==> config.mk <==
export PLATFORM = sky130hd
export DESIGN_NAME = axis_arrangement_enumerator
export DESIGN_NICKNAME = d
export VERILOG_FILES = /design/src/rtl/aae_pkg.sv /design/src/rtl/aae_out_stage.sv /design/src/rtl/axis_arrangement_enumerator.sv
export SDC_FILE = /design/constraint.sdc
export NUM_CORES = 1
export LEC_CHECK = 0
export BUFFER_PORTS_ARGS = -buffer_cell sky130_fd_sc_hd__buf_2
export CAP_MARGIN = 5
export CORE_UTILIZATION = 55
export DETAILED_ROUTE_END_ITERATION = 8
export GPL_TIMING_DRIVEN = 0
export PLACE_DENSITY_LB_ADDON = 0.08
export SLEW_MARGIN = 30
export SYNTH_ARGS = -nofsm -noshare
export SYNTH_HDL_FRONTEND = slang
export SYNTH_SLANG_ARGS = --single-unit
==> constraint.sdc <==
create_clock -name clk -period 5.7 [get_ports clk]
set_input_delay 0.57 -clock clk [delete_from_list [all_inputs] [get_ports clk]]
set_output_delay 0.57 -clock clk [all_outputs]
set_load 0.005 [all_outputs]
==> src/rtl/aae_pkg.sv <==
`timescale 1ns / 1ps

package aae_pkg;

  localparam int unsigned CNT_W  = 5;
  localparam int unsigned TAL_W  = 6;
  localparam int unsigned AXES_W = 32;
  localparam int unsigned FIDX_W = 8;
  localparam int unsigned AXES_POS = AXES_W / 2;

  localparam logic [1:0] LAB_X = 2'd0;
  localparam logic [1:0] LAB_Y = 2'd1;
  localparam logic [1:0] LAB_Z = 2'd2;

  localparam logic CMD_START = 1'b0;
  localparam logic CMD_NEXT  = 1'b1;

  localparam logic REG_TOTAL_DEGREE = 1'b0;

  typedef struct packed {
    logic [AXES_W-1:0] axes;
    logic              done;
    logic              bad;
    logic [TAL_W-1:0]  tal_x;
    logic [TAL_W-1:0]  tal_y;
    logic [TAL_W-1:0]  tal_z;
    logic [CNT_W-1:0]  cnt_x;
    logic [CNT_W-1:0]  cnt_y;
    logic [CNT_W-1:0]  cnt_z;
  } out_req_t;

endpackage

==> src/rtl/aae_out_stage.sv <==
`timescale 1ns / 1ps

module aae_out_stage (
  input  logic                           clk,
  input  logic                           rst_n,
  input  logic                           load,
  input  aae_pkg::out_req_t              req,
  output logic                           slot_free,
  output logic                           out_valid,
  input  logic                           out_stall,
  output logic [aae_pkg::AXES_W-1:0]     out_axes,
  output logic                           out_done_res,
  output logic                           out_bad_args,
  output logic                           out_arrangement_valid,
  output logic [aae_pkg::FIDX_W-1:0]     out_function_index
);

  logic                       valid_r, valid_nxt;
  logic [aae_pkg::AXES_W-1:0] axes_r;
  logic                       done_r, bad_r, ok_r;
  logic [aae_pkg::FIDX_W-1:0] fidx_r;

  logic                       ok_w;
  logic [5:0]                 cc_w;
  logic [11:0]                tri_w;
  logic [11:0]                fidx_w;

  assign slot_free = !valid_r || !out_stall;

  assign ok_w = (req.tal_x == aae_pkg::TAL_W'(req.cnt_x)) &&
                (req.tal_y == aae_pkg::TAL_W'(req.cnt_y)) &&
                (req.tal_z == aae_pkg::TAL_W'(req.cnt_z));

  // canonical index: c*(c+1)/2 + c - ny with c = ny + nz
  assign cc_w   = 6'(req.cnt_y) + 6'(req.cnt_z);
  assign tri_w  = (12'(cc_w) + 12'd1) * 12'(cc_w);
  assign fidx_w = (cc_w == 6'd0) ? 12'd0 :
                  (tri_w >> 1) + 12'(cc_w) - 12'(req.cnt_y);

  always_comb begin
    valid_nxt = valid_r;
    if (load) begin
      valid_nxt = 1'b1;
    end else if (!out_stall) begin
      valid_nxt = 1'b0;
    end
  end

  always_ff @(posedge clk) begin
    if (!rst_n) begin
      valid_r <= 1'b0;
    end else begin
      valid_r <= valid_nxt;
    end
  end

  always_ff @(posedge clk) begin
    if (load) begin
      axes_r <= req.axes;
      done_r <= req.done;
      bad_r  <= req.bad;
      ok_r   <= ok_w;
      fidx_r <= fidx_w[aae_pkg::FIDX_W-1:0];
    end
  end

  assign out_valid             = valid_r;
  assign out_axes              = axes_r;
  assign out_done_res          = done_r;
  assign out_bad_args          = bad_r;
  assign out_arrangement_valid = ok_r;
  assign out_function_index    = fidx_r;

endmodule

==> src/rtl/axis_arrangement_enumerator.sv <==
`timescale 1ns / 1ps

// Channel   Direction  Handshake            Payload
// in_       input      in_valid / in_stall  cmd, count_x, count_y, count_z
// out_      output     out_valid/out_stall  axes, done_res, bad_args,
//                                           arrangement_valid, function_index
// cfg       APB slave  psel/penable/pready  total_degree at byte address 0
//
// One item at a time through a single position walker (compare, increment,
// write back one slot per cycle) followed by a one-label-per-cycle tally pass.
// An advance after the end or a rejected start goes straight to the tally pass.
// Synchronous active-low reset clears the sequencer and flags; position and
// label stores are not cleared. A stalled result waits in the output register
// while the next item is already taken and worked on.

module axis_arrangement_enumerator #(
  parameter int unsigned MAX_DEGREE = 16
) (
  input  logic                            clk,
  input  logic                            rst_n,
  input  logic                            in_valid,
  output logic                            in_stall,
  input  logic                            in_cmd,
  input  logic [aae_pkg::CNT_W-1:0]       in_count_x,
  input  logic [aae_pkg::CNT_W-1:0]       in_count_y,
  input  logic [aae_pkg::CNT_W-1:0]       in_count_z,
  output logic                            out_valid,
  input  logic                            out_stall,
  output logic [aae_pkg::AXES_W-1:0]      out_axes,
  output logic                            out_done_res,
  output logic                            out_bad_args,
  output logic                            out_arrangement_valid,
  output logic [aae_pkg::FIDX_W-1:0]      out_function_index,
  input  logic                            psel,
  input  logic                            penable,
  input  logic                            pwrite,
  input  logic [2:0]                      paddr,
  input  logic [31:0]                     pwdata,
  output logic [31:0]                     prdata,
  output logic                            pready
);

  localparam int unsigned CW = $clog2(MAX_DEGREE + 1);
  localparam int unsigned IW = (MAX_DEGREE > 1) ? $clog2(MAX_DEGREE) : 1;
  localparam int unsigned LW = CW + 2;

  localparam logic [3:0] S_IDLE   = 4'd0;
  localparam logic [3:0] S_FILL   = 4'd1;
  localparam logic [3:0] S_SCAN   = 4'd2;
  localparam logic [3:0] S_SPREAD = 4'd3;
  localparam logic [3:0] S_ZRST   = 4'd4;
  localparam logic [3:0] S_BUILD  = 4'd5;
  localparam logic [3:0] S_TALLY  = 4'd6;
  localparam logic [3:0] S_OUT    = 4'd7;

  logic [3:0]                 state_r, state_nxt;
  logic [aae_pkg::CNT_W-1:0]  total_r, total_nxt;
  logic [aae_pkg::CNT_W-1:0]  cnt_x_r, cnt_x_nxt;
  logic [aae_pkg::CNT_W-1:0]  cnt_y_r, cnt_y_nxt;
  logic [aae_pkg::CNT_W-1:0]  cnt_z_r, cnt_z_nxt;
  logic                       fin_r, fin_nxt;
  logic                       bad_r, bad_nxt;
  logic [CW-1:0]              nz_r, nz_nxt;
  logic [CW-1:0]              ny_r, ny_nxt;
  logic                       sel_r, sel_nxt;
  logic [CW-1:0]              i_r, i_nxt;
  logic signed [LW-1:0]       lim_r, lim_nxt;
  logic [IW-1:0]              v_r, v_nxt;
  logic [CW-1:0]              cz_r, cz_nxt;
  logic [CW-1:0]              cy_r, cy_nxt;
  logic signed [LW-1:0]       free_r, free_nxt;
  logic [CW-1:0]              tx_r, tx_nxt;
  logic [CW-1:0]              ty_r, ty_nxt;
  logic [CW-1:0]              tz_r, tz_nxt;

  logic [IW-1:0]              z_pos_r [MAX_DEGREE];
  logic [IW-1:0]              y_pos_r [MAX_DEGREE];
  logic [1:0]                 lab_r   [MAX_DEGREE];

  logic                       z_we, y_we, lab_we;
  logic [IW-1:0]              z_wa, y_wa, lab_wa;
  logic [IW-1:0]              z_wd, y_wd;
  logic [1:0]                 lab_wd;

  logic                       go_tally, go_build, go_zrst;
  logic                       cfg_wr;
  logic                       in_acc;
  logic [5:0]                 tot6, d6, nz6, ny6, rem6;
  logic [6:0]                 sum7;
  logic [5:0]                 k6, cz6, cy6;
  logic [CW-1:0]              d_w;
  logic signed [LW-1:0]       span_y_w;
  logic                       start_bad_w;
  logic [IW-1:0]              pos_rd;
  logic signed [LW-1:0]       pos_s;
  logic [CW-1:0]              n_w;
  logic                       z_hit, y_hit;
  logic [aae_pkg::AXES_W-1:0] axes_w;
  logic                       slot_free;
  logic                       out_load;
  aae_pkg::out_req_t          req_w;

  // configuration port
  assign pready = 1'b1;
  assign cfg_wr = psel && penable && pwrite && pready &&
                  (paddr[2] == aae_pkg::REG_TOTAL_DEGREE);
  assign prdata = (paddr[2] == aae_pkg::REG_TOTAL_DEGREE) ? 32'(total_r) : 32'd0;

  assign in_stall = (state_r != S_IDLE);
  assign in_acc   = in_valid && (state_r == S_IDLE);

  // effective degree, clipped to the store depth
  assign tot6 = 6'(total_r);
  assign d6   = (tot6 > 6'(MAX_DEGREE)) ? 6'(MAX_DEGREE) : tot6;
  assign d_w  = d6[CW-1:0];
  assign sum7 = 7'(in_count_x) + 7'(in_count_y) + 7'(in_count_z);
  assign start_bad_w = (tot6 > 6'(MAX_DEGREE)) || (sum7 != 7'(tot6));

  assign nz6  = (6'(cnt_z_r) > d6) ? d6 : 6'(cnt_z_r);
  assign rem6 = d6 - nz6;
  assign ny6  = (6'(cnt_y_r) > rem6) ? rem6 : 6'(cnt_y_r);

  assign span_y_w = $signed(LW'(d_w)) - $signed(LW'(nz_r));

  assign k6  = 6'(i_r);
  assign cz6 = 6'(cnt_z_r);
  assign cy6 = 6'(cnt_y_r);

  // shared walker read port
  assign pos_rd = sel_r ? y_pos_r[i_r[IW-1:0]] : z_pos_r[i_r[IW-1:0]];
  assign pos_s  = $signed(LW'(pos_rd));
  assign n_w    = sel_r ? ny_r : nz_r;

  assign z_hit = (cz_r < nz_r) && (z_pos_r[cz_r[IW-1:0]] == i_r[IW-1:0]);
  assign y_hit = (cy_r < ny_r) && ($signed(LW'(y_pos_r[cy_r[IW-1:0]])) == free_r);

  always_comb begin
    state_nxt = state_r;
    total_nxt = total_r;
    cnt_x_nxt = cnt_x_r;
    cnt_y_nxt = cnt_y_r;
    cnt_z_nxt = cnt_z_r;
    fin_nxt   = fin_r;
    bad_nxt   = bad_r;
    nz_nxt    = nz_r;
    ny_nxt    = ny_r;
    sel_nxt   = sel_r;
    i_nxt     = i_r;
    lim_nxt   = lim_r;
    v_nxt     = v_r;
    cz_nxt    = cz_r;
    cy_nxt    = cy_r;
    free_nxt  = free_r;
    tx_nxt    = tx_r;
    ty_nxt    = ty_r;
    tz_nxt    = tz_r;
    z_we      = 1'b0;
    z_wa      = '0;
    z_wd      = '0;
    y_we      = 1'b0;
    y_wa      = '0;
    y_wd      = '0;
    lab_we    = 1'b0;
    lab_wa    = '0;
    lab_wd    = aae_pkg::LAB_X;
    go_tally  = 1'b0;
    go_build  = 1'b0;
    go_zrst   = 1'b0;

    if (cfg_wr) begin
      total_nxt = pwdata[aae_pkg::CNT_W-1:0];
    end

    case (state_r)
      S_IDLE: begin
        if (in_acc) begin
          if (in_cmd == aae_pkg::CMD_START) begin
            if (start_bad_w) begin
              fin_nxt  = 1'b1;
              bad_nxt  = 1'b1;
              go_tally = 1'b1;
            end else begin
              bad_nxt   = 1'b0;
              cnt_x_nxt = in_count_x;
              cnt_y_nxt = in_count_y;
              cnt_z_nxt = in_count_z;
              if (tot6 == 6'd0) begin
                fin_nxt  = 1'b1;
                go_tally = 1'b1;
              end else begin
                fin_nxt   = 1'b0;
                i_nxt     = '0;
                state_nxt = S_FILL;
              end
            end
          end else begin
            bad_nxt = 1'b0;
            if (fin_r) begin
              go_tally = 1'b1;
            end else begin
              nz_nxt    = nz6[CW-1:0];
              ny_nxt    = ny6[CW-1:0];
              sel_nxt   = 1'b0;
              i_nxt     = '0;
              lim_nxt   = $signed(LW'(d_w)) - $signed(LW'(1));
              state_nxt = S_SCAN;
            end
          end
        end
      end

      // first arrangement: all z, then all y, then all x
      S_FILL: begin
        if (i_r == d_w) begin
          go_tally = 1'b1;
        end else begin
          lab_we = 1'b1;
          lab_wa = i_r[IW-1:0];
          if (k6 < cz6) begin
            lab_wd = aae_pkg::LAB_Z;
            z_we   = 1'b1;
            z_wa   = i_r[IW-1:0];
            z_wd   = IW'(cz6 - 6'd1 - k6);
          end else if (k6 < cz6 + cy6) begin
            lab_wd = aae_pkg::LAB_Y;
            y_we   = 1'b1;
            y_wa   = IW'(k6 - cz6);
            y_wd   = IW'(cz6 + cy6 - 6'd1 - k6);
          end else begin
            lab_wd = aae_pkg::LAB_X;
          end
          i_nxt = i_r + CW'(1);
        end
      end

      // find the lowest entry that can move up below its limit
      S_SCAN: begin
        if (i_r == n_w) begin
          if (!sel_r) begin
            sel_nxt = 1'b1;
            i_nxt   = '0;
            lim_nxt = span_y_w - $signed(LW'(1));
          end else begin
            fin_nxt  = 1'b1;
            go_tally = 1'b1;
          end
        end else if (pos_s < lim_r) begin
          z_we  = !sel_r;
          y_we  = sel_r;
          z_wa  = i_r[IW-1:0];
          y_wa  = i_r[IW-1:0];
          z_wd  = pos_rd + IW'(1);
          y_wd  = pos_rd + IW'(1);
          v_nxt = pos_rd + IW'(1);
          if (i_r == '0) begin
            go_build = !sel_r;
            go_zrst  = sel_r;
          end else begin
            i_nxt     = i_r - CW'(1);
            state_nxt = S_SPREAD;
          end
        end else begin
          lim_nxt = pos_s - $signed(LW'(1));
          i_nxt   = i_r + CW'(1);
        end
      end

      // pack the entries below the moved one right above it
      S_SPREAD: begin
        z_we  = !sel_r;
        y_we  = sel_r;
        z_wa  = i_r[IW-1:0];
        y_wa  = i_r[IW-1:0];
        z_wd  = v_r + IW'(1);
        y_wd  = v_r + IW'(1);
        v_nxt = v_r + IW'(1);
        if (i_r == '0) begin
          go_build = !sel_r;
          go_zrst  = sel_r;
        end else begin
          i_nxt = i_r - CW'(1);
        end
      end

      S_ZRST: begin
        if (i_r == nz_r) begin
          go_build = 1'b1;
        end else begin
          z_we  = 1'b1;
          z_wa  = i_r[IW-1:0];
          z_wd  = IW'(nz_r - CW'(1) - i_r);
          i_nxt = i_r + CW'(1);
        end
      end

      // rebuild labels from the top position down
      S_BUILD: begin
        lab_we = 1'b1;
        lab_wa = i_r[IW-1:0];
        if (z_hit) begin
          lab_wd = aae_pkg::LAB_Z;
          cz_nxt = cz_r + CW'(1);
        end else if (y_hit) begin
          lab_wd   = aae_pkg::LAB_Y;
          cy_nxt   = cy_r + CW'(1);
          free_nxt = free_r - $signed(LW'(1));
        end else begin
          lab_wd   = aae_pkg::LAB_X;
          free_nxt = free_r - $signed(LW'(1));
        end
        if (i_r == '0) begin
          go_tally = 1'b1;
        end else begin
          i_nxt = i_r - CW'(1);
        end
      end

      S_TALLY: begin
        if (i_r == d_w) begin
          state_nxt = S_OUT;
        end else begin
          case (lab_r[i_r[IW-1:0]])
            aae_pkg::LAB_X: tx_nxt = tx_r + CW'(1);
            aae_pkg::LAB_Y: ty_nxt = ty_r + CW'(1);
            aae_pkg::LAB_Z: tz_nxt = tz_r + CW'(1);
            default: begin
            end
          endcase
          i_nxt = i_r + CW'(1);
        end
      end

      S_OUT: begin
        if (slot_free) begin
          state_nxt = S_IDLE;
        end
      end

      default: begin
        state_nxt = S_IDLE;
      end
    endcase

    if (go_tally) begin
      state_nxt = S_TALLY;
      i_nxt     = '0;
      tx_nxt    = '0;
      ty_nxt    = '0;
      tz_nxt    = '0;
    end
    if (go_zrst) begin
      state_nxt = S_ZRST;
      i_nxt     = '0;
    end
    if (go_build) begin
      state_nxt = S_BUILD;
      i_nxt     = d_w - CW'(1);
      cz_nxt    = '0;
      cy_nxt    = '0;
      free_nxt  = span_y_w - $signed(LW'(1));
    end
  end

  always_ff @(posedge clk) begin
    if (!rst_n) begin
      state_r <= S_IDLE;
      total_r <= '0;
      cnt_x_r <= '0;
      cnt_y_r <= '0;
      cnt_z_r <= '0;
      fin_r   <= 1'b0;
      bad_r   <= 1'b0;
      sel_r   <= 1'b0;
      i_r     <= '0;
    end else begin
      state_r <= state_nxt;
      total_r <= total_nxt;
      cnt_x_r <= cnt_x_nxt;
      cnt_y_r <= cnt_y_nxt;
      cnt_z_r <= cnt_z_nxt;
      fin_r   <= fin_nxt;
      bad_r   <= bad_nxt;
      sel_r   <= sel_nxt;
      i_r     <= i_nxt;
    end
  end

  always_ff @(posedge clk) begin
    nz_r   <= nz_nxt;
    ny_r   <= ny_nxt;
    lim_r  <= lim_nxt;
    v_r    <= v_nxt;
    cz_r   <= cz_nxt;
    cy_r   <= cy_nxt;
    free_r <= free_nxt;
    tx_r   <= tx_nxt;
    ty_r   <= ty_nxt;
    tz_r   <= tz_nxt;
    if (z_we) begin
      z_pos_r[z_wa] <= z_wd;
    end
    if (y_we) begin
      y_pos_r[y_wa] <= y_wd;
    end
    if (lab_we) begin
      lab_r[lab_wa] <= lab_wd;
    end
  end

  // packed labels for positions below the degree
  for (genvar g = 0; g < aae_pkg::AXES_POS; g++) begin : g_axes
    if (g < MAX_DEGREE) begin : g_live
      assign axes_w[2*g +: 2] = (CW'(g) < d_w) ? lab_r[g] : 2'b00;
    end else begin : g_dead
      assign axes_w[2*g +: 2] = 2'b00;
    end
  end

  assign out_load = (state_r == S_OUT) && slot_free;

  always_comb begin
    req_w.axes  = axes_w;
    req_w.done  = fin_r;
    req_w.bad   = bad_r;
    req_w.tal_x = aae_pkg::TAL_W'(tx_r);
    req_w.tal_y = aae_pkg::TAL_W'(ty_r);
    req_w.tal_z = aae_pkg::TAL_W'(tz_r);
    req_w.cnt_x = cnt_x_r;
    req_w.cnt_y = cnt_y_r;
    req_w.cnt_z = cnt_z_r;
  end

  aae_out_stage u_out (
    .clk                   (clk),
    .rst_n                 (rst_n),
    .load                  (out_load),
    .req                   (req_w),
    .slot_free             (slot_free),
    .out_valid             (out_valid),
    .out_stall             (out_stall),
    .out_axes              (out_axes),
    .out_done_res          (out_done_res),
    .out_bad_args          (out_bad_args),
    .out_arrangement_valid (out_arrangement_valid),
    .out_function_index    (out_function_index)
  );

endmodule

==> impl_metrics.tcl <==
set metrics [dict create \
    first_pass_iters 6 \
    grt_pass1_wl_mm 73.5 \
    ir_drop_mv 0.372 \
    pwr-share-seq_pct 34.2 \
    dp_cells 2070 \
    power.internal_w 0.00517 \
    syn_area_um2 18000 \
    top_usage_layer "met2" \
    clkTransAtPathRegs_ps 60 \
    n_fill_cell 2462 \
    ys_seq_area_share_pct 46.2 \
    final_max_slew_viol_count 0 \
    die_w_um 183 \
    worstSetupPathType "reg2reg" \
    min_from "pwdata[1]" \
    yosys.cell_types.count 75 \
    met3_usage_pct 3.89 \
    p_leak_nw 7.78 \
    instances_no_fill 2156 \
    setup_viol 0 \
    pwr-share-clk_pct 25.9 \
    async_reset_ff_share_pct 0 \
    synthTopCellsByCount "231 x edfxtp_1, 124 x nor2_1, 99 x ha_1, 99 x inv_1, 90 x nand2_1" \
    fp.dieH_um 183 \
    r2r_slack_ps 50 \
    yosysTopAreaCellShare_pct 38.5 \
    diodes 0 \
    critPathMaxStageDelay_ps 680 \
    yosys_warnings 0 \
    routed_via_density 5.92 \
    cpLargestDelayFamily "buffers and inverters" \
    cp_cell_sequence "buf_2 > buf_4 > buf_4 > mux4_2 > mux4_2 > nand2_1 > nand2_1 > ha_1 > o21a_1 > o21ai_0 > nand2b_1 > a21oi_1 > a31oi_1 > o31a_1 > o211a_1 > buf_1 > nor4_2" \
    htreeDepth 2 \
    synthesis.instances 1527 \
    critical_path_required_ps 5860 \
    area.growth.synth_to_final_pct 16.4 \
    drtIter0Drc 1160 \
    postSynthAreaPerCell_um2 11.8 \
    p_sw_w 0.00317 \
    grt_pass1_vias 12600 \
    power_density_nw_per_um2 398 \
    synth_top_flop_cell "edfxtp_1" \
    ios 136 \
    hp-class "in2reg" \
    wirelength_mm 48.1 \
    met2_usage_pct 47.7 \
    startpoint_type "flip-flop" \
    cts_buffers 34 \
    grt_usage_pct 29.2 \
    use_met1_pct 40.0 \
    slew_headroom_pct 35.7 \
    fin_crit_sh_pct 99.1 \
    vias 12800 \
    stdcell_area_um2 20900 \
    cts.path.max_buffers 3 \
    cts_tree "yes" \
    grt_max_degree 24 \
    post_drt_wl_per_cell_um 22.3 \
    num_rows 65 \
    hold_viol 0 \
    crit_arrival_ps 5810 \
    drive_above_1_share_pct 23.8 \
    clockRootBuffer "clkbuf_16" \
    worst_pin_slew_ps 965 \
    synth_most_common_cell "edfxtp_1" \
    overflow 0 \
    synth-seq-cells 300 \
    cap_violations 0 \
    die-area_um2 33500 \
    synth_edf_count 231 \
    clock_latency_ps 530 \
    io_buffers 77 \
    ys_top_cells_by_area "edfxtp_1 39%, mux4_2 10%, dfxtp_1 7.7%" \
    initial_core_util_pct 56.5 \
    drcViolationCount 0 \
    hpwl_mm 35.9 \
    layout_min_cycle_time_ps 5650 \
    switching_share_pct 38.0 \
    antenna_found_initial 0 \
    place_congestion 0.965 \
    combPwrFrac_pct 39.9 \
    fin_skew_ps 21.8 \
    rsz0062_at_grt "yes" \
    worstSetupEndpointType "flip-flop" \
    holdWs_ps 299 \
    layout.nets 1884 \
    cp_slowest_cell "nor4_2" \
    drtAntennaViolNets 0 \
    cp_num_buf_inv 4 \
    hold_buffers 0 \
    yosysTopAreaCell "edfxtp_1" \
    place_area_um2 19200 \
    status "finished clean" \
    path_max_fanout 10 \
    max_freq_mhz 177 \
    cts_num_sinks 300 \
    core_region_area_um2 31900 \
]
==> final timing paths <==
| path | endpoint | cells after the start |
|---|---|---|
| max | z_pos_r[11][1] | 17 |
| min | total_r[1] | 3 |
| max reg2reg | z_pos_r[11][1] | 17 |
| min reg2reg | u_out.out_bad_args | 0 |
==> layer usage <==
| metal | wire (µm) | up-vias |
|---|---|---|
| met5 | 0 | - |
| met1 | 20800 | 6283 |
| met2 | 22500 | 543 |
| li1 | - | 5833 |
| met3 | 2990 | 111 |
| met4 | 1800 | 0 |
==> final cells by class <==
class / instances / area (µm²) / area share (%)
Sequential cell: 300 / 8340 / 39.8
Timing Repair Buffer: 110 / 654 / 3.12
Buffer: 88 / 485 / 2.32
Clock inverter: 21 / 211 / 1.01
Inverter: 102 / 392 / 1.87
Clock buffer: 40 / 873 / 4.17
Multi-Input combinational cell: 1060 / 9450 / 45.1
Tap cell: 435 / 544 / 2.60
==> tightest hold or removal path, cell delays in order <==
cell and delay (ps):
buf_2 80, mux2i_1 60, nor2_1 70
==> stage by stage <==
| step | setup TNS, ps | util, % | setup slack, ps | power (W) |
|---|---|---|---|---|
| 3_5_place_dp | -149320 | 60.3 | -877 | 0.00608 |
| 5_1_grt | -3080 | 65.7 | -179 | 0.00869 |
| 4_1_cts | 0 | 64.9 | 0.0986 | 0.00827 |
| 6_report | 0 | 65.7 | 50.7 | 0.00833 |
| 2_1_floorplan | 0 | - | 8.27 | 0.00507 |
| 3_3_place_gp | -189140 | 60.0 | -925 | 0.00602 |
==> flip-flops by register name, indices dropped and copies added (netlist names), 7 cells and up, named ones only <==
signal	flops
free_r	7
lab_r	32
lim_r	7
u_out.out_axes	32
u_out.out_function_index	8
y_pos_r	64
z_pos_r	64
==> power groups by stage <==
stage	registers [W]	clock network, W	logic (W)
final	0.00285	0.00216	0.00333
after global routing	0.00286	0.00226	0.00357
after CTS	0.00285	0.00219	0.00324
after detailed placement	0.00289	0	0.00319
after global placement	0.00289	0	0.00312
after floorplan	0.00285	0	0.00222
==> cells by family after synthesis <==
group	Yosys count	synth area share [%]
mux	134	13.0
simple gates	435	12.0
compound gates	220	8.04
xor+xnor	113	5.58
buf+inv	193	4.82
flops	300	46.2
other cells	2	0.0417
fa+ha+maj	130	10.3
==> cells in the final DEF, fill, tap and decap left out, types with 57 or more instances in the layout <==
cell and count:
nand2_1 89, ha_1 86, xnor2_1 64, dfxtp_1 61, mux4_2 80, buf_2 96
buf_4 57, nor2_1 117, inv_1 89, edfxtp_1 231
==> what timing repair did <==
| item | 4_1_cts | 5_1_grt |
|---|---|---|
| setup endpoints to repair | 310 | 219 |
| buffers inserted | 15 | 13 |
| gates resized for setup | 61 | 41 |
| pin swaps | 25 | 36 |
| gates cloned | 0 | 0 |
(Power assumes the default switching activity.)
